### config.mk
export PLATFORM = sky130hd
export DESIGN_NAME = smooth_move_slew_limited_trajectory
export DESIGN_NICKNAME = d
export VERILOG_FILES = /design/src/rtl/smslt_pkg.sv /design/src/rtl/smslt_div.sv /design/src/rtl/smslt_mul.sv /design/src/rtl/smooth_move_slew_limited_trajectory.sv
export SDC_FILE = /design/constraint.sdc
export NUM_CORES = 2
export LEC_CHECK = 0
export ABC_AREA = 1
export BUFFER_PORTS_ARGS = -buffer_cell sky130_fd_sc_hd__buf_2
export CAP_MARGIN = 20
export CORE_MARGIN = 5
export CORE_UTILIZATION = 40
export CTS_BUF_LIST = sky130_fd_sc_hd__clkbuf_4 sky130_fd_sc_hd__clkbuf_8
export DETAILED_ROUTE_END_ITERATION = 7
export SYNTH_ARGS = -nofsm -noshare
export SYNTH_HDL_FRONTEND = slang
export SYNTH_SLANG_ARGS = --single-unit
### constraint.sdc
create_clock -name clk -period 16.79 [get_ports clk]
set_input_delay 0.8395 -clock clk [delete_from_list [all_inputs] [get_ports clk]]
set_output_delay 0.8395 -clock clk [all_outputs]
set_load 0.02 [all_outputs]
### src/rtl/smslt_pkg.sv
// Shared widths, register indexes and reset values for the slew-limited trajectory block.
package smslt_pkg;

	localparam int POS_W      = 32;
	localparam int DELTA_W    = 27;
	localparam int DUR_W      = 30;
	localparam int SPEED_W    = 10;
	localparam int PERIOD_W   = 16;
	localparam int AXIS_W     = 2;
	localparam int STEP_W     = SPEED_W + PERIOD_W;
	localparam int CFG_IDX_W  = 3;
	localparam int CFG_DATA_W = 32;

	localparam logic [CFG_IDX_W-1:0] CFG_START_X  = 3'd0;
	localparam logic [CFG_IDX_W-1:0] CFG_START_Y  = 3'd1;
	localparam logic [CFG_IDX_W-1:0] CFG_START_Z  = 3'd2;
	localparam logic [CFG_IDX_W-1:0] CFG_AXIS     = 3'd3;
	localparam logic [CFG_IDX_W-1:0] CFG_DELTA    = 3'd4;
	localparam logic [CFG_IDX_W-1:0] CFG_DURATION = 3'd5;
	localparam logic [CFG_IDX_W-1:0] CFG_SPEED    = 3'd6;

	localparam logic [AXIS_W-1:0] AXIS_X = 2'd0;
	localparam logic [AXIS_W-1:0] AXIS_Y = 2'd1;
	localparam logic [AXIS_W-1:0] AXIS_Z = 2'd2;

	localparam logic signed [DELTA_W-1:0] DELTA_RST    = 27'sd10000000;
	localparam logic [DUR_W-1:0]          DURATION_RST = 30'd8000000;
	localparam logic [SPEED_W-1:0]        SPEED_RST    = 10'd10;

	localparam logic func_start = 1'b0;

endpackage

### src/rtl/smslt_div.sv
// Restoring divider, one quotient bit per cycle, for the normalised time.
module smslt_div #(
	parameter int QW = 24
) (
	input  logic                          clk,
	input  logic                          arst_n,
	input  logic                          start,
	input  logic [smslt_pkg::DUR_W-1:0]   num,
	input  logic [smslt_pkg::DUR_W-1:0]   den,
	output logic                          done,
	output logic [QW-1:0]                 quo
);

	localparam int DW = smslt_pkg::DUR_W;
	localparam int CW = $clog2(QW);

	logic          busy_q;
	logic          done_q;
	logic [CW-1:0] cnt_q;
	logic [DW-1:0] rem_q;
	logic [QW-1:0] quo_q;
	logic [DW:0]   rem2;
	logic [DW:0]   diff;
	logic          ge;

	assign rem2 = {rem_q, 1'b0};
	assign diff = rem2 - {1'b0, den};
	assign ge   = (rem2 >= {1'b0, den});

	always_ff @(posedge clk or negedge arst_n) begin
		if (!arst_n) begin
			busy_q <= 1'b0;
			done_q <= 1'b0;
			cnt_q  <= '0;
		end else begin
			done_q <= busy_q && (cnt_q == '0);
			if (start) begin
				busy_q <= 1'b1;
				cnt_q  <= CW'(QW - 1);
			end else if (busy_q) begin
				if (cnt_q == '0)
					busy_q <= 1'b0;
				else
					cnt_q <= cnt_q - 1'b1;
			end
		end
	end

	always_ff @(posedge clk) begin
		if (start) begin
			rem_q <= num;
			quo_q <= '0;
		end else if (busy_q) begin
			rem_q <= ge ? diff[DW-1:0] : rem2[DW-1:0];
			quo_q <= {quo_q[QW-2:0], ge};
		end
	end

	assign done = done_q;
	assign quo  = quo_q;

endmodule

### src/rtl/smslt_mul.sv
// Shift-add multiplier, one multiplier bit per cycle, shared by every product.
module smslt_mul #(
	parameter int WA = 28,
	parameter int WB = 27
) (
	input  logic             clk,
	input  logic             arst_n,
	input  logic             start,
	input  logic [WA-1:0]    a,
	input  logic [WB-1:0]    b,
	output logic             done,
	output logic [WA+WB-1:0] prod
);

	localparam int CW = $clog2(WB);

	logic          busy_q;
	logic          done_q;
	logic [CW-1:0] cnt_q;
	logic [WA:0]   hi_q;
	logic [WB-1:0] lo_q;
	logic [WA:0]   sum;

	// a must hold steady while busy
	assign sum = hi_q + (lo_q[0] ? {1'b0, a} : '0);

	always_ff @(posedge clk or negedge arst_n) begin
		if (!arst_n) begin
			busy_q <= 1'b0;
			done_q <= 1'b0;
			cnt_q  <= '0;
		end else begin
			done_q <= busy_q && (cnt_q == '0);
			if (start) begin
				busy_q <= 1'b1;
				cnt_q  <= CW'(WB - 1);
			end else if (busy_q) begin
				if (cnt_q == '0)
					busy_q <= 1'b0;
				else
					cnt_q <= cnt_q - 1'b1;
			end
		end
	end

	always_ff @(posedge clk) begin
		if (start) begin
			hi_q <= '0;
			lo_q <= b;
		end else if (busy_q) begin
			hi_q <= {1'b0, sum[WA:1]};
			lo_q <= {sum[0], lo_q[WB-1:1]};
		end
	end

	assign done = done_q;
	assign prod = {hi_q[WA-1:0], lo_q};

endmodule

### src/rtl/smooth_move_slew_limited_trajectory.sv
// Top level: sequencer, state and axis update of the slew-limited minimum-jerk generator.
//
//  channel  direction  handshake            payload
//  in       sink       in_valid / in_stall  func, period_us
//  out      source     out_valid/out_stall  cmd_x, cmd_y, cmd_z, finished
//  cfg      sink       cfg_we               cfg_index, cfg_data
//
// A start item loads the start positions and then, in ST_OUT, the output
// register. A tick runs the bit-serial divider and four passes through the
// shared bit-serial multiplier; a tick whose time has reached the duration
// skips the divider and three products. in_stall is high from acceptance
// until the result is loaded; a stalled result holds the output register and
// the sequencer waits. Reset clears state, time and the last positions, and
// loads the register defaults; the command outputs have no reset.
module smooth_move_slew_limited_trajectory #(
	parameter int TAU_FRAC_BITS = 24
) (
	input  logic                                  clk,
	input  logic                                  arst_n,
	input  logic                                  in_valid,
	output logic                                  in_stall,
	input  logic                                  func,
	input  logic [smslt_pkg::PERIOD_W-1:0]        period_us,
	output logic                                  out_valid,
	input  logic                                  out_stall,
	output logic signed [smslt_pkg::POS_W-1:0]    cmd_x,
	output logic signed [smslt_pkg::POS_W-1:0]    cmd_y,
	output logic signed [smslt_pkg::POS_W-1:0]    cmd_z,
	output logic                                  finished,
	input  logic                                  cfg_we,
	input  logic [smslt_pkg::CFG_IDX_W-1:0]       cfg_index,
	input  logic [smslt_pkg::CFG_DATA_W-1:0]      cfg_data
);

	localparam int F       = TAU_FRAC_BITS;
	localparam int POS_W   = smslt_pkg::POS_W;
	localparam int DELTA_W = smslt_pkg::DELTA_W;
	localparam int DUR_W   = smslt_pkg::DUR_W;
	localparam int SPEED_W = smslt_pkg::SPEED_W;
	localparam int STEP_W  = smslt_pkg::STEP_W;
	localparam int WA      = F + 4;
	localparam int WB      = (F > DELTA_W) ? F : DELTA_W;
	localparam int PW      = WA + WB;
	localparam int TW      = POS_W + 1;
	localparam int DFW     = POS_W + 2;

	localparam logic [WA-1:0] ONE     = WA'(1) << F;
	localparam logic [WA-1:0] TEN_ONE = WA'(10) << F;
	localparam logic [PW-1:0] HALF    = PW'(1) << (F - 1);

	localparam logic [3:0] ST_IDLE = 4'd0;
	localparam logic [3:0] ST_TIME = 4'd1;
	localparam logic [3:0] ST_DIV  = 4'd2;
	localparam logic [3:0] ST_M1   = 4'd3;
	localparam logic [3:0] ST_M2   = 4'd4;
	localparam logic [3:0] ST_POLA = 4'd5;
	localparam logic [3:0] ST_POLB = 4'd6;
	localparam logic [3:0] ST_M3   = 4'd7;
	localparam logic [3:0] ST_M4   = 4'd8;
	localparam logic [3:0] ST_RND  = 4'd9;
	localparam logic [3:0] ST_TGT  = 4'd10;
	localparam logic [3:0] ST_AXD  = 4'd11;
	localparam logic [3:0] ST_AXU  = 4'd12;
	localparam logic [3:0] ST_OUT  = 4'd13;

	// configuration
	logic signed [POS_W-1:0]        start_x_q, start_y_q, start_z_q;
	logic [smslt_pkg::AXIS_W-1:0]   axis_q;
	logic signed [DELTA_W-1:0]      delta_q;
	logic [DUR_W-1:0]               dur_q;
	logic [SPEED_W-1:0]             speed_q;

	// state and working registers
	logic [3:0]                     state_q;
	logic [DUR_W-1:0]               elapsed_q;
	logic [DUR_W:0]                 esum_q;
	logic [STEP_W-1:0]              step_q;
	logic                           fin_q;
	logic signed [POS_W-1:0]        last_q [3];
	logic [F-1:0]                   tau_q;
	logic [F-1:0]                   t2_q;
	logic [F-1:0]                   t3_q;
	logic [WA-1:0]                  pa_q;
	logic [DELTA_W-1:0]             rnd_q;
	logic signed [TW-1:0]           tgt_q;
	logic signed [DFW-1:0]          dif_q;
	logic [1:0]                     ax_q;
	logic                           mul_start_q;
	logic [WA-1:0]                  mul_a_q;
	logic [WB-1:0]                  mul_b_q;
	logic                           div_start_q;

	// output register
	logic                           out_valid_q;
	logic signed [POS_W-1:0]        cmd_x_q, cmd_y_q, cmd_z_q;
	logic                           fin_out_q;

	logic                           mul_done;
	logic [PW-1:0]                  mul_prod;
	logic                           div_done;
	logic [F-1:0]                   div_quo;

	logic                           at_end;
	logic                           mul_go;
	logic                           div_go;
	logic                           neg;
	logic [DELTA_W-1:0]             mag;
	logic [WA-1:0]                  sraw;
	logic [WA-1:0]                  s_cap;
	logic [PW-1:0]                  rsum;
	logic signed [POS_W-1:0]        start_mv;
	logic signed [POS_W-1:0]        start_ax;
	logic signed [TW-1:0]           desired;
	logic signed [DFW-1:0]          step_s;
	logic signed [DFW-1:0]          d_clamp;
	logic signed [DFW-1:0]          nw;
	logic signed [POS_W-1:0]        nw_sat;

	smslt_mul #(.WA(WA), .WB(WB)) u_mul (
		.clk    (clk),
		.arst_n (arst_n),
		.start  (mul_start_q),
		.a      (mul_a_q),
		.b      (mul_b_q),
		.done   (mul_done),
		.prod   (mul_prod)
	);

	smslt_div #(.QW(F)) u_div (
		.clk    (clk),
		.arst_n (arst_n),
		.start  (div_start_q),
		.num    (esum_q[DUR_W-1:0]),
		.den    (dur_q),
		.done   (div_done),
		.quo    (div_quo)
	);

	assign at_end = (esum_q >= {1'b0, dur_q});
	assign mul_go = (state_q == ST_TIME && at_end) || (state_q == ST_DIV && div_done) ||
	                ((state_q == ST_M1 || state_q == ST_M3) && mul_done) ||
	                (state_q == ST_POLB);
	assign div_go = (state_q == ST_TIME) && !at_end;

	assign neg   = delta_q[DELTA_W-1];
	assign mag   = neg ? (~delta_q + 1'b1) : delta_q;
	assign sraw  = mul_prod[F +: WA];
	assign s_cap = (sraw > ONE) ? ONE : sraw;
	assign rsum  = mul_prod + HALF;

	always_comb begin
		unique case (axis_q)
			smslt_pkg::AXIS_X: start_mv = start_x_q;
			smslt_pkg::AXIS_Y: start_mv = start_y_q;
			default:           start_mv = start_z_q;
		endcase
	end

	always_comb begin
		unique case (ax_q)
			smslt_pkg::AXIS_X: start_ax = start_x_q;
			smslt_pkg::AXIS_Y: start_ax = start_y_q;
			default:           start_ax = start_z_q;
		endcase
	end

	assign desired = (axis_q == ax_q) ? tgt_q : TW'(start_ax);

	assign step_s = signed'(DFW'(step_q));

	always_comb begin
		if (dif_q > step_s)
			d_clamp = step_s;
		else if (dif_q < -step_s)
			d_clamp = -step_s;
		else
			d_clamp = dif_q;
		nw = DFW'(last_q[ax_q]) + d_clamp;
		if (nw[DFW-1:POS_W-1] == '0 || nw[DFW-1:POS_W-1] == '1)
			nw_sat = nw[POS_W-1:0];
		else if (nw[DFW-1])
			nw_sat = {1'b1, {(POS_W-1){1'b0}}};
		else
			nw_sat = {1'b0, {(POS_W-1){1'b1}}};
	end

	always_ff @(posedge clk or negedge arst_n) begin
		if (!arst_n) begin
			start_x_q <= '0;
			start_y_q <= '0;
			start_z_q <= '0;
			axis_q    <= smslt_pkg::AXIS_X;
			delta_q   <= smslt_pkg::DELTA_RST;
			dur_q     <= smslt_pkg::DURATION_RST;
			speed_q   <= smslt_pkg::SPEED_RST;
		end else if (cfg_we) begin
			unique case (cfg_index)
				smslt_pkg::CFG_START_X:  start_x_q <= cfg_data[POS_W-1:0];
				smslt_pkg::CFG_START_Y:  start_y_q <= cfg_data[POS_W-1:0];
				smslt_pkg::CFG_START_Z:  start_z_q <= cfg_data[POS_W-1:0];
				smslt_pkg::CFG_AXIS:     axis_q    <= cfg_data[smslt_pkg::AXIS_W-1:0];
				smslt_pkg::CFG_DELTA:    delta_q   <= cfg_data[DELTA_W-1:0];
				smslt_pkg::CFG_DURATION: dur_q     <= cfg_data[DUR_W-1:0];
				smslt_pkg::CFG_SPEED:    speed_q   <= cfg_data[SPEED_W-1:0];
				default: ;
			endcase
		end
	end

	always_ff @(posedge clk or negedge arst_n) begin
		if (!arst_n) begin
			state_q     <= ST_IDLE;
			elapsed_q   <= '0;
			last_q[0]   <= '0;
			last_q[1]   <= '0;
			last_q[2]   <= '0;
			fin_q       <= 1'b0;
			ax_q        <= '0;
			mul_start_q <= 1'b0;
			div_start_q <= 1'b0;
			out_valid_q <= 1'b0;
		end else begin
			mul_start_q <= mul_go;
			div_start_q <= div_go;
			if (state_q == ST_OUT && (!out_valid_q || !out_stall))
				out_valid_q <= 1'b1;
			else if (out_valid_q && !out_stall)
				out_valid_q <= 1'b0;
			unique case (state_q)
				ST_IDLE: begin
					if (in_valid) begin
						if (func == smslt_pkg::func_start) begin
							elapsed_q <= '0;
							last_q[0] <= start_x_q;
							last_q[1] <= start_y_q;
							last_q[2] <= start_z_q;
							fin_q     <= 1'b0;
							state_q   <= ST_OUT;
						end else begin
							state_q <= ST_TIME;
						end
					end
				end
				ST_TIME: begin
					ax_q <= '0;
					if (at_end) begin
						elapsed_q   <= dur_q;
						fin_q       <= 1'b1;
						mul_a_q     <= ONE;
						mul_b_q     <= WB'(mag);
						state_q     <= ST_M4;
					end else begin
						elapsed_q   <= esum_q[DUR_W-1:0];
						fin_q       <= 1'b0;
						state_q     <= ST_DIV;
					end
				end
				ST_DIV: begin
					if (div_done) begin
						mul_a_q     <= WA'(div_quo);
						mul_b_q     <= WB'(div_quo);
						state_q     <= ST_M1;
					end
				end
				ST_M1: begin
					if (mul_done) begin
						mul_a_q     <= WA'(mul_prod[F +: F]);
						mul_b_q     <= WB'(tau_q);
						state_q     <= ST_M2;
					end
				end
				ST_M2: begin
					if (mul_done)
						state_q <= ST_POLA;
				end
				ST_POLA: begin
					state_q <= ST_POLB;
				end
				ST_POLB: begin
					// 10 - 15 tau + 6 tau^2, exact modulo the result width
					mul_a_q     <= pa_q + {t2_q, 2'b00} + {t2_q, 1'b0};
					mul_b_q     <= WB'(t3_q);
					state_q     <= ST_M3;
				end
				ST_M3: begin
					if (mul_done) begin
						mul_a_q     <= s_cap;
						mul_b_q     <= WB'(mag);
						state_q     <= ST_M4;
					end
				end
				ST_M4: begin
					if (mul_done)
						state_q <= ST_RND;
				end
				ST_RND: begin
					state_q <= ST_TGT;
				end
				ST_TGT: begin
					state_q <= ST_AXD;
				end
				ST_AXD: begin
					state_q <= ST_AXU;
				end
				ST_AXU: begin
					last_q[ax_q] <= nw_sat;
					if (ax_q == smslt_pkg::AXIS_Z) begin
						state_q <= ST_OUT;
					end else begin
						ax_q    <= ax_q + 1'b1;
						state_q <= ST_AXD;
					end
				end
				ST_OUT: begin
					if (!out_valid_q || !out_stall)
						state_q <= ST_IDLE;
				end
				default: state_q <= ST_IDLE;
			endcase
		end
	end

	// datapath registers without reset
	always_ff @(posedge clk) begin
		if (state_q == ST_IDLE && in_valid) begin
			esum_q <= {1'b0, elapsed_q} + (DUR_W + 1)'(period_us);
			step_q <= STEP_W'(speed_q) * STEP_W'(period_us);
		end
		if (state_q == ST_DIV && div_done)
			tau_q <= div_quo;
		if (state_q == ST_M1 && mul_done)
			t2_q <= mul_prod[F +: F];
		if (state_q == ST_M2 && mul_done)
			t3_q <= mul_prod[F +: F];
		if (state_q == ST_POLA)
			pa_q <= TEN_ONE - {tau_q, 4'b0000} + WA'(tau_q);
		if (state_q == ST_RND)
			rnd_q <= rsum[F +: DELTA_W];
		if (state_q == ST_TGT)
			tgt_q <= neg ? (TW'(start_mv) - signed'(TW'(rnd_q)))
			             : (TW'(start_mv) + signed'(TW'(rnd_q)));
		if (state_q == ST_AXD)
			dif_q <= DFW'(desired) - DFW'(last_q[ax_q]);
		if (state_q == ST_OUT && (!out_valid_q || !out_stall)) begin
			cmd_x_q   <= last_q[0];
			cmd_y_q   <= last_q[1];
			cmd_z_q   <= last_q[2];
			fin_out_q <= fin_q;
		end
	end

	assign in_stall  = (state_q != ST_IDLE);
	assign out_valid = out_valid_q;
	assign cmd_x     = cmd_x_q;
	assign cmd_y     = cmd_y_q;
	assign cmd_z     = cmd_z_q;
	assign finished  = fin_out_q;

endmodule
==> flow_summary_export.csv <==
group,metric,value,unit
routing,drt_iter0_drc,4221,
routing,vias,47200,
routing,ant_nets,0,
worst_hold_path,hp-class,"in2reg",
layout,syn2layout_area_growth,10.6,%
timing,hold_viol_final,0,
routing,routed_wl,183000,um
floorplanning,die-area,146000,um^2
routing,vias_per_cell,5.43,
layout,drive_above_1_share,7.92,%
global_routing,grt_pass1_wl,277000,um
worst_setup_path,path_class,"reg2reg",
power,switching_share,36.0,%
power,p_per_area,109,nW/um^2
logic_synthesis,yosysSeqAreaShare,41.2,%
timing,final.period_utilization,50.7,%
placement,portBuffers,155,
power,seq_power_share,36.7,%
layout,fin_nets,7336,
routing,routedWlPerCell,21.0,um
timing,post-route-min-period,8.52,ns
cts,clockBufferDepth,3,
timing,slew_headroom,28.8,%
floorplanning,die_y,382,um
cts,cts.sinks,827,
logic_synthesis,synth_top_area_share,25.0,%
power,p_leak,29.2,nW
layout,final_cells,8685,
timing,fmax,0.117,GHz
worst_setup_path,cp_max_fo,31,
global_routing,grt_pass1_vias,46200,
timing,rsz0062_at_grt,"no",
timing,worst_slew_pin_slew,1.06,ns
power,switchingPower,2.39,mW
worst_setup_path,critPathCaptureType,"flop",
worst_setup_path,cp_num_buf_inv,2,
logic_synthesis,syn_area_per_cell,8.35,um^2
floorplanning,start_util,40.2,%
placement,place_congestion,0.980,
layout,register_area,22800,um^2
logic_synthesis,syn-num-nets,7199,
routing,drt-pass1-iter-count,5,
cts,cts-resized-gates,0,
worst_setup_path,arrival,9.30,ns
logic_synthesis,yosysTopAreaCell,"edfxtp_1",
timing,setup_tns,0,ns
layout,final_util,44.5,%
global_routing,grt_util_all_layers,24.5,%
global_routing,grt_overflow,0,
layout,fill_cells,13700,
worst_setup_path,crit_top_cell,"nand2_1",
placement,dp_hpwl,140000,um
worst_setup_path,startpoint_type,"flop",
worst_setup_path,slowest_stage,"nand3_2",
logic_synthesis,synth_edf_count,460,
worst_setup_path,required,17.58,ns
run,cap_violations,0,
logic_synthesis,async_reset_ff_share,38.1,%
logic_synthesis,synth.area.top_cells,"edfxtp_1, dfrtp_1, nand2_1, ha_1, inv_1",
power,power.internal,4.25,mW
global_routing,grt_use_met3,4.18,%
cts,cts_root_buf,"clkbuf_8",
global_routing,grt_max_degree,141,
placement,numPlacedInstances,8397,
logic_synthesis,ys_seq_elements,827,
cts,clk_pin_slew,0.06,ns
cts,clk_latency,0.88,ns
worst_setup_path,slowest_delay,0.70,ns
timing,fin_skew,0.0531,ns
floorplanning,coreArea,137000,um^2
power,power_frac_clock,30.7,%
logic_synthesis,syn_area,55300,um^2
global_routing,top_usage_layer,"met2",
layout,final_common_cell,"nand2_1",
layout,multi_input_area,28100,um^2
logic_synthesis,synth-main-ff-cell,"edfxtp_1",
cts,tritoncts,"done",
timing,final-max-slew-violation-count,0,
layout,final_cell_mix,"nand2_1, inv_1, a21oi_1, o21ai_0, edfxtp_1",
cts,htreeDepth,4,
worst_setup_path,cpLargestDelayFamily,"simple AND/OR/NAND/NOR gates",
run_status,status,"finished clean",
floorplanning,rows,136,
global_routing,antenna_found_initial,5,
floorplanning,ioPinCount,156,
logic_synthesis,synth_warnings,0,
power,pwr-share-comb,32.5,%
cts,cts_inserted_buffers,150,
power,ir_worst_vdd,149,uV
global_routing,grt_util_met1,33.8,%
routing,drc,0,
global_routing,grt_use_met2,39.1,%
floorplanning,die_width,382,um
logic_synthesis,yosysUniqueCellTypes,65,
logic_synthesis,syn_inst,6620,
timing,fin_hold_ws,0.293,ns
timing,finalSetupViolCount,0,
## power groups by stage
| stage | Clock, mW | Combinational [mW] | Sequential, mW |
|---|---|---|---|
| 6_report | 2.04 | 2.16 | 2.44 |
| 2_1_floorplan | 0 | 1.57 | 2.42 |
| 3_5_place_dp | 0 | 2.16 | 2.47 |
| 4_1_cts | 2.09 | 2.17 | 2.43 |
| 5_1_grt | 2.17 | 2.45 | 2.44 |
| 3_3_place_gp | 0 | 2.14 | 2.47 |
## flip-flops by register name, indices dropped and copies added, names as in the netlist, 28 cells and up
signal and cells:
dur_q 30, tgt_q 33, start_y_q 32, elapsed_q 30
u_mul.hi_q 28, dif_q 34, start_z_q 32, last_q 96
cmd_x 32, pa_q 28, mul_a_q 28, cmd_y 32
start_x_q 32, u_div.rem_q 30, cmd_z 32, esum_q 31
## cells in the mapped netlist, types with 20 or more instances
cell,n
a21oi_1,602
xor2_1,193
inv_1,952
a31oi_1,20
nand4_1,48
ha_1,382
dfrtp_1,298
o2111ai_1,20
o22ai_1,73
dfxtp_1,52
edfxtp_1,460
nor3_1,79
clkbuf_1,198
o211ai_1,65
nand2_1,1404
nor4_1,33
nor2_1,388
o21ai_1,22
o21bai_1,20
o21ai_0,564
fa_1,140
nand3_1,243
o21a_1,52
xnor2_1,95
a21o_1,29
## what timing repair did
action | 4_1_cts | 5_1_grt
endpoints found under the setup margin | 0 | 0
endpoints found under the hold margin | 53 | 0
setup buffers | 0 | 0
hold buffers | 1 | 0
## worst register-to-register path, delay by kind of cell (launching register included)
kind | cells | cell delay, ns
AOI/OAI and AO/OA | 7 | 1.41
buffers and inverters | 2 | 0.30
and+or+nand+nor | 25 | 4.80
DFF | 1 | 0.39
xor gates and xnor gates | 1 | 0.29
adders and majority gates | 4 | 1.29
## final cells by class
class	count	share of cell area, %
Tap cell	1794	3.67
Inverter	965	5.93
Sequential cell	827	37.2
Clock inverter	63	0.822
Multi-Input combinational cell	4603	45.9
Timing Repair Buffer	210	2.06
Antenna cell	6	0.0245
Clock buffer	217	4.35
## worst paths after layout
kind	startpoint	endpoint	slack [ns]	cells after the start
worst max-delay path	step_q[0]	last_q[75]	8.27	39
worst min-delay path	cfg_data[30]	start_z_q[30]	0.29	3
worst max register to register	step_q[0]	last_q[75]	8.27	39
worst min register to register	u_div.quo[10]	tau_q[10]	0.43	0
max in group asynchronous	arst_n	last_q[50]	14.22	4
min in group asynchronous	arst_n	dur_q[1]	0.53	2
## logic make-up after synthesis
family                   after synthesis  share of synthesized area (%)
adder cells (fa/ha/maj)              522                           13.7
AND/OR/NAND/NOR                     2239                           16.7
AO/OA/AOI/OAI                       1554                           15.7
buffers and inverters               1190                           8.22
flip-flops                           827                           41.2
XOR/XNOR                             288                           4.56
## metal layers
metal | up-vias | wire length, um | share of wire [%]
met5 | - | 68 | 0.037
met4 | 10 | 6690 | 3.7
met3 | 313 | 13200 | 7.2
met2 | 1728 | 82500 | 45
met1 | 22600 | 80300 | 44
li1 | 22500 | - | -
## stage by stage
step	area [um^2]	power (mW)	setup WS, ns
2_1_floorplan	55300	3.99	10.61
3_3_place_gp	57900	4.61	8.43
3_5_place_dp	58000	4.63	8.32
4_1_cts	61100	6.69	8.25
5_1_grt	61200	7.07	7.56
6_report	61200	6.64	8.27
Note: power is estimated with default switching activity, not from simulation.
